<file path="src/design/lcdi_pkg.sv">
`timescale 1ns / 1ps
// Shared types, codes and constants of the character LCD byte stream converter.
package lcdi_pkg;

  // Display geometry.
  localparam int unsigned COLUMNS = 16;
  localparam logic [5:0] COL_LIMIT = 6'(COLUMNS);

  // Input function codes.
  localparam logic [2:0] FUNC_CHAR       = 3'd0;
  localparam logic [2:0] FUNC_CLEAR      = 3'd1;
  localparam logic [2:0] FUNC_HOME       = 3'd2;
  localparam logic [2:0] FUNC_SET_CURSOR = 3'd3;
  localparam logic [2:0] FUNC_BACKLIGHT  = 3'd4;

  // Result status codes.
  localparam logic [1:0] STATUS_OK      = 2'd0;
  localparam logic [1:0] STATUS_RANGE   = 2'd1;
  localparam logic [1:0] STATUS_UNKNOWN = 2'd2;

  // LCD commands and special characters.
  localparam logic [7:0] CMD_CLEAR     = 8'h01;
  localparam logic [7:0] CMD_HOME      = 8'h02;
  localparam logic [7:0] CMD_SET_DDRAM = 8'h80;
  localparam logic [7:0] CH_BACKSPACE  = 8'h08;
  localparam logic [7:0] CH_NEWLINE    = 8'h0A;
  localparam logic [7:0] CH_FORMFEED   = 8'h0C;
  localparam logic [7:0] CH_RETURN     = 8'h0D;
  localparam logic [7:0] CH_SPACE      = 8'h20;
  localparam logic [7:0] CH_PRINT_MAX  = 8'h7F;

  // Low nibble of every bus byte: backlight, enable, read/write, register select.
  localparam logic [3:0] BL_BIT = 4'h8;
  localparam logic [3:0] EN_BIT = 4'h4;
  localparam logic [3:0] RS_BIT = 4'h1;

  // Queue geometry.
  localparam int unsigned QDEPTH = 2;
  localparam int unsigned QPTR_W = $clog2(QDEPTH);
  localparam int unsigned QCNT_W = $clog2(QDEPTH + 1);

  // One classified input: up to three LCD bytes, or a status-only result.
  typedef struct packed {
    logic [1:0]      nbytes;   // 0 for status-only, else 1 or 3
    logic [2:0][7:0] bytes;
    logic [2:0]      rs;       // register select per LCD byte
    logic            bl;
    logic [1:0]      status;
  } lcd_op_t;

endpackage

</file>
<file path="src/design/text_to_char_lcd_i2c_bytes.sv">
`timescale 1ns / 1ps
// Top level of the text to character LCD bus byte converter.
// Input transactions carry a character or a command for a two-line character LCD run in
// 4-bit mode behind an I2C port expander; every LCD byte comes out as six expander bytes
// (each nibble plain, with enable, plain again) with the backlight bit ORed in, and an
// input that produces no bus byte gives one status-only result. Output transactions
// leave at one per cycle from the output register while the downstream side accepts
// them; a printable character or a command gives six of them, a backspace eighteen and
// a status-only input one, as the back end's expansion counters step through each byte.
// The front end takes one input per cycle while its two-entry queue has room, so it
// keeps working while the back end or the downstream side stalls.
module text_to_char_lcd_i2c_bytes import lcdi_pkg::*; (
  input  logic        clk,
  input  logic        rst,
  input  logic        s_tvalid,
  output logic        s_tready,
  input  logic [23:0] s_tdata,   // char_code[7:0], column[13:8], line[15:14],
                                 // backlight_req[16], zero[23:17]
  input  logic [2:0]  s_tuser,   // func[2:0]
  output logic        m_tvalid,
  input  logic        m_tready,
  output logic [15:0] m_tdata,   // bus_byte[7:0], status[9:8], zero[15:10]
  output logic        m_tuser,   // byte_valid[0]
  output logic        m_tlast
);

  lcd_op_t    wr_op;
  lcd_op_t    head;
  logic       push;
  logic       q_full;
  logic       pop;
  logic       head_valid;
  logic [7:0] bus_byte;
  logic [1:0] status;

  lcdi_front u_front (
    .clk           (clk),
    .rst           (rst),
    .in_valid      (s_tvalid),
    .in_ready      (s_tready),
    .func          (s_tuser),
    .char_code     (s_tdata[7:0]),
    .column        (s_tdata[13:8]),
    .line          (s_tdata[15:14]),
    .backlight_req (s_tdata[16]),
    .push          (push),
    .op            (wr_op),
    .q_full        (q_full)
  );

  lcdi_queue u_queue (
    .clk        (clk),
    .rst        (rst),
    .push       (push),
    .wr_op      (wr_op),
    .full       (q_full),
    .pop        (pop),
    .head_valid (head_valid),
    .head       (head)
  );

  lcdi_back u_back (
    .clk        (clk),
    .rst        (rst),
    .head_valid (head_valid),
    .head       (head),
    .pop        (pop),
    .out_valid  (m_tvalid),
    .out_ready  (m_tready),
    .bus_byte   (bus_byte),
    .byte_valid (m_tuser),
    .status     (status),
    .last       (m_tlast)
  );

  assign m_tdata = {6'd0, status, bus_byte};

endmodule

</file>
<file path="src/design/lcdi_front.sv">
`timescale 1ns / 1ps
// Front end: tracks the cursor and backlight and classifies each input into LCD bytes.
module lcdi_front import lcdi_pkg::*; (
  input  logic        clk,
  input  logic        rst,
  input  logic        in_valid,
  output logic        in_ready,
  input  logic [2:0]  func,
  input  logic [7:0]  char_code,
  input  logic [5:0]  column,
  input  logic [1:0]  line,
  input  logic        backlight_req,
  output logic        push,
  output lcd_op_t     op,
  input  logic        q_full
);

  logic [5:0] cursor_column, cursor_column_next;
  logic       cursor_line, cursor_line_next;
  logic       backlight_flag, backlight_flag_next;
  logic [5:0] col_inc;
  logic [5:0] col_dec;
  logic [7:0] cur_addr_cmd;

  assign in_ready = !q_full;
  assign push     = in_valid && !q_full;
  assign col_inc  = cursor_column + 6'd1;
  assign col_dec  = cursor_column - 6'd1;

  // The second row starts at address 0x40 and a column never reaches 64,
  // so the address is just the row bit above the column.
  assign cur_addr_cmd = CMD_SET_DDRAM | {1'b0, cursor_line, col_dec};

  always_comb begin
    op                  = '0;
    op.bl               = backlight_flag;
    op.status           = STATUS_OK;
    cursor_column_next  = cursor_column;
    cursor_line_next    = cursor_line;
    backlight_flag_next = backlight_flag;
    case (func)
      FUNC_CHAR: begin
        case (char_code)
          CH_NEWLINE: begin
            op.nbytes          = 2'd1;
            op.bytes[0]        = CMD_SET_DDRAM | {1'b0, !cursor_line, 6'd0};
            cursor_column_next = '0;
            cursor_line_next   = !cursor_line;
          end
          CH_RETURN: begin
            op.nbytes          = 2'd1;
            op.bytes[0]        = CMD_SET_DDRAM | {1'b0, cursor_line, 6'd0};
            cursor_column_next = '0;
          end
          CH_FORMFEED: begin
            op.nbytes          = 2'd1;
            op.bytes[0]        = CMD_CLEAR;
            cursor_column_next = '0;
            cursor_line_next   = 1'b0;
          end
          CH_BACKSPACE: begin
            // Step back, overwrite with a space, step back again.
            if (cursor_column != 6'd0) begin
              op.nbytes          = 2'd3;
              op.bytes[0]        = cur_addr_cmd;
              op.bytes[1]        = CH_SPACE;
              op.bytes[2]        = cur_addr_cmd;
              op.rs              = 3'b010;
              cursor_column_next = col_dec;
            end
          end
          default: begin
            if (char_code >= CH_SPACE && char_code <= CH_PRINT_MAX) begin
              op.nbytes = 2'd1;
              op.bytes[0] = char_code;
              op.rs     = 3'b001;
              if (col_inc >= COL_LIMIT) begin
                cursor_column_next = '0;
                cursor_line_next   = !cursor_line;
              end else begin
                cursor_column_next = col_inc;
              end
            end
          end
        endcase
      end
      FUNC_CLEAR: begin
        op.nbytes          = 2'd1;
        op.bytes[0]        = CMD_CLEAR;
        cursor_column_next = '0;
        cursor_line_next   = 1'b0;
      end
      FUNC_HOME: begin
        op.nbytes          = 2'd1;
        op.bytes[0]        = CMD_HOME;
        cursor_column_next = '0;
        cursor_line_next   = 1'b0;
      end
      FUNC_SET_CURSOR: begin
        if (column >= COL_LIMIT || line[1]) begin
          op.status = STATUS_RANGE;
        end else begin
          op.nbytes          = 2'd1;
          op.bytes[0]        = CMD_SET_DDRAM | {1'b0, line[0], column};
          cursor_column_next = column;
          cursor_line_next   = line[0];
        end
      end
      FUNC_BACKLIGHT: begin
        backlight_flag_next = backlight_req;
      end
      default: begin
        op.status = STATUS_UNKNOWN;
      end
    endcase
  end

  always_ff @(posedge clk) begin
    if (rst) begin
      cursor_column  <= '0;
      cursor_line    <= 1'b0;
      backlight_flag <= 1'b1;
    end else if (push) begin
      cursor_column  <= cursor_column_next;
      cursor_line    <= cursor_line_next;
      backlight_flag <= backlight_flag_next;
    end
  end

`ifndef SYNTHESIS
  a_cursor_in_range: assert property (@(posedge clk) disable iff (rst)
    cursor_column < COL_LIMIT)
    else $error("cursor column left the display width");
`endif

endmodule

</file>
<file path="src/design/lcdi_queue.sv">
`timescale 1ns / 1ps
// Short show-ahead queue of classified operations between front and back end.
module lcdi_queue import lcdi_pkg::*; (
  input  logic    clk,
  input  logic    rst,
  input  logic    push,
  input  lcd_op_t wr_op,
  output logic    full,
  input  logic    pop,
  output logic    head_valid,
  output lcd_op_t head
);

  lcd_op_t                 entries [QDEPTH];
  logic [QPTR_W-1:0]       wr_ptr;
  logic [QPTR_W-1:0]       rd_ptr;
  logic [QCNT_W-1:0]       count;
  logic                    do_push;
  logic                    do_pop;

  function automatic logic [QPTR_W-1:0] ptr_inc(input logic [QPTR_W-1:0] p);
    ptr_inc = (p == QPTR_W'(QDEPTH - 1)) ? '0 : p + QPTR_W'(1);
  endfunction

  assign full       = (count == QCNT_W'(QDEPTH));
  assign head_valid = (count != '0);
  assign head       = entries[rd_ptr];
  assign do_push    = push && !full;
  assign do_pop     = pop && head_valid;

  always_ff @(posedge clk) begin
    if (do_push) begin
      entries[wr_ptr] <= wr_op;
    end
  end

  always_ff @(posedge clk) begin
    if (rst) begin
      wr_ptr <= '0;
      rd_ptr <= '0;
      count  <= '0;
    end else begin
      if (do_push) begin
        wr_ptr <= ptr_inc(wr_ptr);
      end
      if (do_pop) begin
        rd_ptr <= ptr_inc(rd_ptr);
      end
      if (do_push && !do_pop) begin
        count <= count + QCNT_W'(1);
      end else if (do_pop && !do_push) begin
        count <= count - QCNT_W'(1);
      end
    end
  end

endmodule

</file>
<file path="src/design/lcdi_back.sv">
`timescale 1ns / 1ps
// Back end: expands each queued LCD byte into six expander bus bytes behind an output register.
module lcdi_back import lcdi_pkg::*; (
  input  logic       clk,
  input  logic       rst,
  input  logic       head_valid,
  input  lcd_op_t    head,
  output logic       pop,
  output logic       out_valid,
  input  logic       out_ready,
  output logic [7:0] bus_byte,
  output logic       byte_valid,
  output logic [1:0] status,
  output logic       last
);

  logic [1:0] byte_idx;
  logic       nib;
  logic [1:0] phase;
  logic       advance;
  logic       last_res;
  logic [7:0] cur_byte;
  logic [3:0] cur_nibble;
  logic [7:0] bus_next;

  assign advance    = head_valid && (!out_valid || out_ready);
  assign cur_byte   = head.bytes[byte_idx];
  assign cur_nibble = nib ? cur_byte[3:0] : cur_byte[7:4];
  assign last_res   = (head.nbytes == 2'd0) ||
                      (byte_idx == head.nbytes - 2'd1 && nib && phase == 2'd2);
  assign pop        = advance && last_res;

  // Enable is raised only in the middle byte of each nibble; read/write stays low.
  always_comb begin
    bus_next = {cur_nibble, 4'h0};
    if (head.bl) begin
      bus_next[3:0] = bus_next[3:0] | BL_BIT;
    end
    if (phase == 2'd1) begin
      bus_next[3:0] = bus_next[3:0] | EN_BIT;
    end
    if (head.rs[byte_idx]) begin
      bus_next[3:0] = bus_next[3:0] | RS_BIT;
    end
  end

  always_ff @(posedge clk) begin
    if (rst) begin
      out_valid <= 1'b0;
      byte_idx  <= '0;
      nib       <= 1'b0;
      phase     <= '0;
    end else begin
      if (advance) begin
        out_valid <= 1'b1;
        if (last_res) begin
          byte_idx <= '0;
          nib      <= 1'b0;
          phase    <= '0;
        end else if (phase == 2'd2) begin
          phase <= '0;
          nib   <= !nib;
          if (nib) begin
            byte_idx <= byte_idx + 2'd1;
          end
        end else begin
          phase <= phase + 2'd1;
        end
      end else if (out_ready) begin
        out_valid <= 1'b0;
      end
    end
  end

  always_ff @(posedge clk) begin
    if (advance) begin
      if (head.nbytes == 2'd0) begin
        bus_byte   <= '0;
        byte_valid <= 1'b0;
        status     <= head.status;
      end else begin
        bus_byte   <= bus_next;
        byte_valid <= 1'b1;
        status     <= STATUS_OK;
      end
      last <= last_res;
    end
  end

`ifndef SYNTHESIS
  a_status_only_is_last: assert property (@(posedge clk) disable iff (rst)
    out_valid && !byte_valid |-> last)
    else $error("status-only result not marked last");
  a_error_has_no_byte: assert property (@(posedge clk) disable iff (rst)
    out_valid && status != STATUS_OK |-> !byte_valid)
    else $error("error status on a bus byte result");
  a_counters_idle_between: assert property (@(posedge clk) disable iff (rst)
    pop |=> byte_idx == 2'd0 && !nib && phase == 2'd0)
    else $error("expansion counters not cleared after an operation");
`endif

endmodule

</file>
<file path="config.mk">
export PLATFORM = sky130hd
export DESIGN_NAME = text_to_char_lcd_i2c_bytes
export DESIGN_NICKNAME = d
export VERILOG_FILES = /design/src/design/lcdi_pkg.sv /design/src/design/text_to_char_lcd_i2c_bytes.sv /design/src/design/lcdi_front.sv /design/src/design/lcdi_queue.sv /design/src/design/lcdi_back.sv
export SDC_FILE = /design/constraint.sdc
export NUM_CORES = 1
export LEC_CHECK = 0
export BUFFER_PORTS_ARGS = -buffer_cell sky130_fd_sc_hd__buf_2
export CORE_ASPECT_RATIO = 0.7
export CORE_MARGIN = 5
export CORE_UTILIZATION = 30
export DETAILED_ROUTE_END_ITERATION = 12
export RECOVER_POWER = 50
export SLEW_MARGIN = 30
export SYNTH_ARGS = -nofsm -noshare
export SYNTH_HDL_FRONTEND = slang
export SYNTH_SLANG_ARGS = --single-unit
</file>
<file path="constraint.sdc">
create_clock -name clk -period 3.6 [get_ports clk]
set_input_delay 0.9 -clock clk [delete_from_list [all_inputs] [get_ports clk]]
set_output_delay 0.9 -clock clk [all_outputs]
set_load 0.02 [all_outputs]
</file>
==> metrics, run 1 <==
Synth area leaders=edfxtp_1 (43%), dfxtp_1 (9.9%), mux4_2 (4.7%); Required @ worst endpoint=3850 ps; CTS resizes=0; hold-fix buffers at CTS=0; Die X=145 um; CP top delay family=flip-flops; Leak Pwr=1.57 nW; insertion delay to the later sink of the worst-skew pair=340 ps; CTS tree=done; row cnt=34; Layout Skew=10.6 ps; Detail Route Antenna Nets=0; max-cap check violation count=0; die area=15200 sq um; CTS Buf Count=9; sequential power share=0.394; number of remaining DRC errors=0; CTS clock-pin slew for the worst setup and hold paths=60 ps; Final Hold Violating Endpoints=0; Ys Warns=0; Diodes inserted=0; Clock H-tree levels=3; Slew Viols, Final=0; vias in the first global route=2660; Final min period=2900 ps; Post-Layout Cell Count=521; area growth from synthesis to layout=17.1%; Pwr Total=0.00310 W; DR iter-0 viols=297; post-synth cell types=66; Crit-path slowest cell=dfxtp_1; CP max stage delay=670 ps; Worst-Margin Slew=1320 ps; Max Clk Rate=345 MHz; Sw Share=0.288; Vias=2709; Buffers on Ports=36; Worst Path Buf+Inv=1; Most used DFF post-synth=edfxtp_1; setup TNS=0 ps; initial core utilization=0.307; Max rail drop VDD=0.358 mV; Post-synth EDFFs=55; syn_area_per_cell=11.9 sq um; Hold Crit Class=reg -> reg; storage element area=2030 sq um; internal power of the cells=0.00221 W; Die Height=105 um; top cells by count, synth=edfxtp_1 (55), a21oi_1 (22), nor2_1 (22); aggregate global-route resource usage=0.118; DP HPWL=6390 um; largest net degree at the start of global routing=23; RSZ-0062 raised after global routing=false; status=completed; CP Class=reg -> reg; # setup viols final=0; Post-CTS Setup Repair Bufs=0; CP arrival=3150 ps; Final #Nets=390; first-pass GRT wire length=14300 um; core area=12500 sq um; Fillers=1233; area of the multi-input gates=1630 sq um; CP max FO=9; switching power=0.000894 W; top-count cell post-synth=edfxtp_1; Yosys reg bits=74; post-synth top area cell=edfxtp_1; PwrDens=691 nW/um^2; Detailed Route WL=8830 um; async set-or-reset flop fraction in the synthesized netlist=0; Clock Tree Root=clkbuf_16; Comb power frac=0.235; Cells after DPL=505; GPL Wtd Cong=0.915; Ports=51; Final Cycle Share=0.805; post-synthesis sequential area ratio=0.531; Syn Inst Count=321; Most Frequent Cell on Critical Path=ha_1; drt wl/cell=17.0 um; share of cells above drive strength 1=0.201; worst-case clock buffer depth=2; top cell type's share of synthesized area=0.431; Cell Area, Synth=3830 sq um; clock power share=0.371; CP Launch Type=flop; initial antenna violation count=0; CTS Sinks=74; total gr overflow=0; crit end category=flop; via/cell ratio=5.20; worst path cell trace=mux2i_2, ha_1, xor2_1, a31oi_2, inv_1, nand2_1, ha_1, or3_1, a21oi_1; Detailed Routing Iterations Pass 1=5; Slew HR=0.122
==> cells in the final DEF, fill, tap and decap left out, types with 4 or more instances in the layout <==
| cell | count |
|---|---|
| a21o_1 | 4 |
| a21oi_1 | 22 |
| buf_2 | 22 |
| bufinv_16 | 5 |
| clkbuf_1 | 18 |
| clkbuf_16 | 9 |
| conb_1 | 7 |
| dfxtp_1 | 19 |
| edfxtp_1 | 55 |
| ha_1 | 5 |
| inv_1 | 12 |
| mux2i_1 | 11 |
| mux4_2 | 8 |
| nand2_1 | 21 |
| nand3_1 | 9 |
| nor2_1 | 22 |
| nor3_1 | 8 |
| o21ai_0 | 9 |
| or3_1 | 4 |
| xnor2_1 | 7 |
==> tightest hold or removal path, delay by kind of cell (launching register included) <==
family | cells | cell delay [ps]
AND/OR/NAND/NOR | 1 | 60
multiplexers | 1 | 60
flip-flops | 1 | 310
==> cell families after synthesis <==
family,Yosys count,synth area share
XOR/XNOR,10,0.0229
adder cells (fa/ha/maj),5,0.0163
flip-flops,74,0.531
AND/OR/NAND/NOR,95,0.141
multiplexers,20,0.0794
buffers and inverters,38,0.0497
AO/OA/AOI/OAI,78,0.159
other,1,0.000979
==> stage by stage <==
stage | util | worst slack (ps) | area, sq um | hold WS [ps]
6_report | 0.360 | 700 | 4480 | 467
5_1_grt | 0.360 | 503 | 4480 | 501
4_1_cts | 0.362 | 691 | 4510 | 468
3_5_place_dp | 0.331 | 695 | 4130 | 458
3_3_place_gp | 0.331 | 733 | 4130 | 451
2_1_floorplan | - | 995 | 3850 | 425
==> path summary, 6_finish.rpt <==
check	startpoint	to	slack, ps	depth (start not counted)
hold reg to reg	u_front.cursor_line$_SDFFE_PP0P_	u_front.cursor_line$_SDFFE_PP0P_	470	2
setup / recovery	flop	u_queue.count[1]$_SDFFE_PP0P_	700	9
hold / removal	u_front.cursor_line$_SDFFE_PP0P_	u_front.cursor_line$_SDFFE_PP0P_	470	2
setup reg to reg	flop	u_queue.count[1]$_SDFFE_PP0P_	700	9
==> registers in the layout, summed over array words and instances, names as in the netlist, named ones only <==
signal	cells
u_front.cursor_line	1
u_back.phase	2
u_back.nib	1
u_queue.rd_ptr	1
u_back.byte_valid	1
u_back.bus_byte	7
u_queue.wr_ptr	1
u_queue.entries	44
u_back.byte_idx	2
u_back.out_valid	1
u_back.status	2
u_front.backlight_flag	1
u_front.cursor_column	6
u_queue.count	2
u_back.last	1
==> layer usage <==
metal  GRT usage  wire, um  up-vias
met5           0         0        -
met4      0.0578       172        0
met3      0.0344       653       15
met2       0.165      3820      117
met1       0.167      4190     1312
li1            -         -     1265
==> layout make-up <==
| type | count | area share |
|---|---|---|
| Clock buffer | 11 | 0.0519 |
| Clock inverter | 5 | 0.0335 |
| Inverter | 14 | 0.0117 |
| Multi-Input combinational cell | 215 | 0.363 |
| Sequential cell | 74 | 0.453 |
| Tap cell | 162 | 0.0452 |
| Timing Repair Buffer | 40 | 0.0413 |
==> power by group through the flow <==
stage / Clock [W] / Sequential, W / Combinational [W]
final: 0.00115 / 0.00122 / 0.000729
after global placement: 0 / 0.00123 / 0.000746
after floorplan: 0 / 0.00129 / 0.000479
after global routing: 0.00121 / 0.00124 / 0.000804
after detailed placement: 0 / 0.00123 / 0.000760
after CTS: 0.00117 / 0.00122 / 0.000762
Power figures use the tool's default switching activity.
==> run 2, diff against run 1 <==
==> constraint.sdc (replaced) <==
create_clock -name clk -period 3 [get_ports clk]
set_input_delay 0.75 -clock clk [delete_from_list [all_inputs] [get_ports clk]]
set_output_delay 0.75 -clock clk [all_outputs]
set_load 0.02 [all_outputs]
==> metrics, run 2 (synthesis results as in run 1) <==
Diodes inserted=0 (unchanged); CTS tree=done; Final min period=2450 ps (-450 ps); clock power share=0.323 (-0.048); Crit-path slowest cell=dfxtp_1; Detailed Routing Iterations Pass 1=6 (+1); Max Clk Rate=408 MHz (+18%); setup TNS=0 ps (unchanged); Required @ worst endpoint=3240 ps (-610 ps); initial core utilization=0.307 (unchanged); Place WS=550 ps (-145 ps); Leak Pwr=1.56 nW (-0.77%); worst-case clock buffer depth=2 (unchanged); Vias=2728 (+0.70%); Post-CTS Setup Repair Bufs=0 (unchanged); Ports=51 (unchanged); area growth from synthesis to layout=16.0%; CTS Buf Count=9 (unchanged); core area=12500 sq um (unchanged); sequential power share=0.417 (+0.023); number of remaining DRC errors=0 (unchanged); Max rail drop VDD=0.320 mV (-10%); Top Registers=u_queue.entries: 44 flops, u_back.bus_byte: 7 flops, u_front.cursor_column: 6 flops; GPL Wtd Cong=0.917 (+0.23%); internal power of the cells=0.00241 W (+9.3%); die area=15200 sq um (unchanged); vias in the first global route=2562 (-3.7%); setup ws final=550 ps (-150 ps); total gr overflow=0 (unchanged); max FFs per register=44 (unchanged); Final Hold Violating Endpoints=0 (unchanged); Sw Share=0.309 (+0.0202); CTS Sinks=74 (unchanged); CP Launch Type=flop; Clock H-tree levels=3 (unchanged); via/cell ratio=5.18 (-0.45%); crit end category=flop; Buffers on Ports=36 (unchanged); insertion delay to the later sink of the worst-skew pair=330 ps (about the same); CTS resizes=0 (unchanged); row cnt=34 (unchanged); largest net degree at the start of global routing=23 (unchanged); commonest non-fill, non-tap cell in the layout=edfxtp_1; aggregate global-route resource usage=0.117 (-0.00144); Most Frequent Cell on Critical Path=ha_1; Final #Nets=396 (+1.5%); first-pass GRT wire length=14000 um (-2.0%); Detail Route Antenna Nets=0 (unchanged); Final Cycle Share=0.817 (+0.0111); worst path cell trace=mux2i_1, ha_1, xor2_1, a31oi_2, inv_1, nand2_1, ha_1, or3_1, a21oi_1; CP max stage delay=420 ps (-250 ps); Worst-Margin Slew=1280 ps (-38.7 ps); initial antenna violation count=0 (unchanged); Layout Skew=8.19 ps (-2.46 ps); Die X=145 um (unchanged); Comb power frac=0.261 (+0.026); Slew Viols, Final=0 (unchanged); share of cells above drive strength 1=0.208 (+0.00766); CP max FO=4 (-5); PwrDens=785 nW/um^2 (+14%); CP arrival=2690 ps (-460 ps); Detailed Route WL=8640 um (-2.2%); drt wl/cell=16.4 um (-3.3%); CTS clock-pin slew for the worst setup and hold paths=60 ps (about the same); hold-fix buffers at CTS=0 (unchanged); status=completed; Die Height=105 um (unchanged); most frequent cells in the layout=edfxtp_1 (55), buf_2 (23), nor2_1 (22), a21oi_1 (22), nand2_1 (21); DR iter-0 viols=201 (-32%); RSZ-0062 raised after global routing=false; Slew HR=0.148 (+0.0258); Largest Register=u_queue.entries; # setup viols final=0 (unchanged); max-cap check violation count=0 (unchanged); CP Class=reg -> reg; DP HPWL=6500 um (+1.7%); Hold Crit Class=reg -> reg; switching power=0.00108 W (+20%); Clock Tree Root=clkbuf_16
[run 2: cell count changes in the layout (fill, tap and decap cells not counted), sizes merged]
cell    before  now
buf         24   28
clkinv       0    3
clkbuf      27   29
bufinv       5    2
[run 2: final timing paths]
check | depth (start not counted) | slack (ps) | to | start
hold reg to reg | 2 | 460 | u_front.cursor_line$_SDFFE_PP0P_ | u_front.cursor_line$_SDFFE_PP0P_
setup / recovery | 9 | 550 | u_queue.count[1]$_SDFFE_PP0P_ | flop
setup reg to reg | 9 | 550 | u_queue.count[1]$_SDFFE_PP0P_ | flop
hold / removal | 2 | 460 | u_front.cursor_line$_SDFFE_PP0P_ | u_front.cursor_line$_SDFFE_PP0P_
[run 2: critical path: cells and delay by family, from the launching register on]
| family | cells | cell delay, ps |
|---|---|---|
| AOI/OAI and AO/OA | 2 | 370 |
| xor gates and xnor gates | 1 | 150 |
| adders and majority gates | 2 | 550 |
| buffers and inverters | 1 | 100 |
| DFF | 1 | 420 |
| muxes | 1 | 320 |
| and+or+nand+nor | 2 | 430 |
[run 2: cell type report]
type	instances	area, sq um
Clock inverter	5	78.8
Sequential cell	74	2030
Inverter	14	52.6
Multi-Input combinational cell	215	1620
Timing Repair Buffer	46	220
Clock buffer	11	233
Fill cell	1227	8020
Tap cell	162	203
[run 2: routing by layer]
metal	GRT usage	wire length, um
met4	0.0336	120
met2	0.163	3750
met3	0.0405	643
met1	0.170	4130
met5	0	0
[run 2: power groups by stage]
| stage | combinational [W] | sequential, W | clock [W] |
|---|---|---|---|
| 6_report | 0.000909 | 0.00145 | 0.00113 |
| 4_1_cts | 0.000959 | 0.00145 | 0.00115 |
| 3_5_place_dp | 0.000955 | 0.00147 | 0 |
| 5_1_grt | 0.00101 | 0.00148 | 0.00119 |
| 3_3_place_gp | 0.000942 | 0.00146 | 0 |
| 2_1_floorplan | 0.000575 | 0.00155 | 0 |
[run 2: metrics by stage]
stage	instance area [sq um]	cells	power [W]	hold slack, ps	utilization
after floorplan	3850	327	0.00213	425	-
after CTS	4480	527	0.00356	462	0.360
final	4440	527	0.00349	464	0.356
after global routing	4440	527	0.00368	502	0.356
after global placement	4170	511	0.00240	449	0.335
after detailed placement	4170	511	0.00242	453	0.335
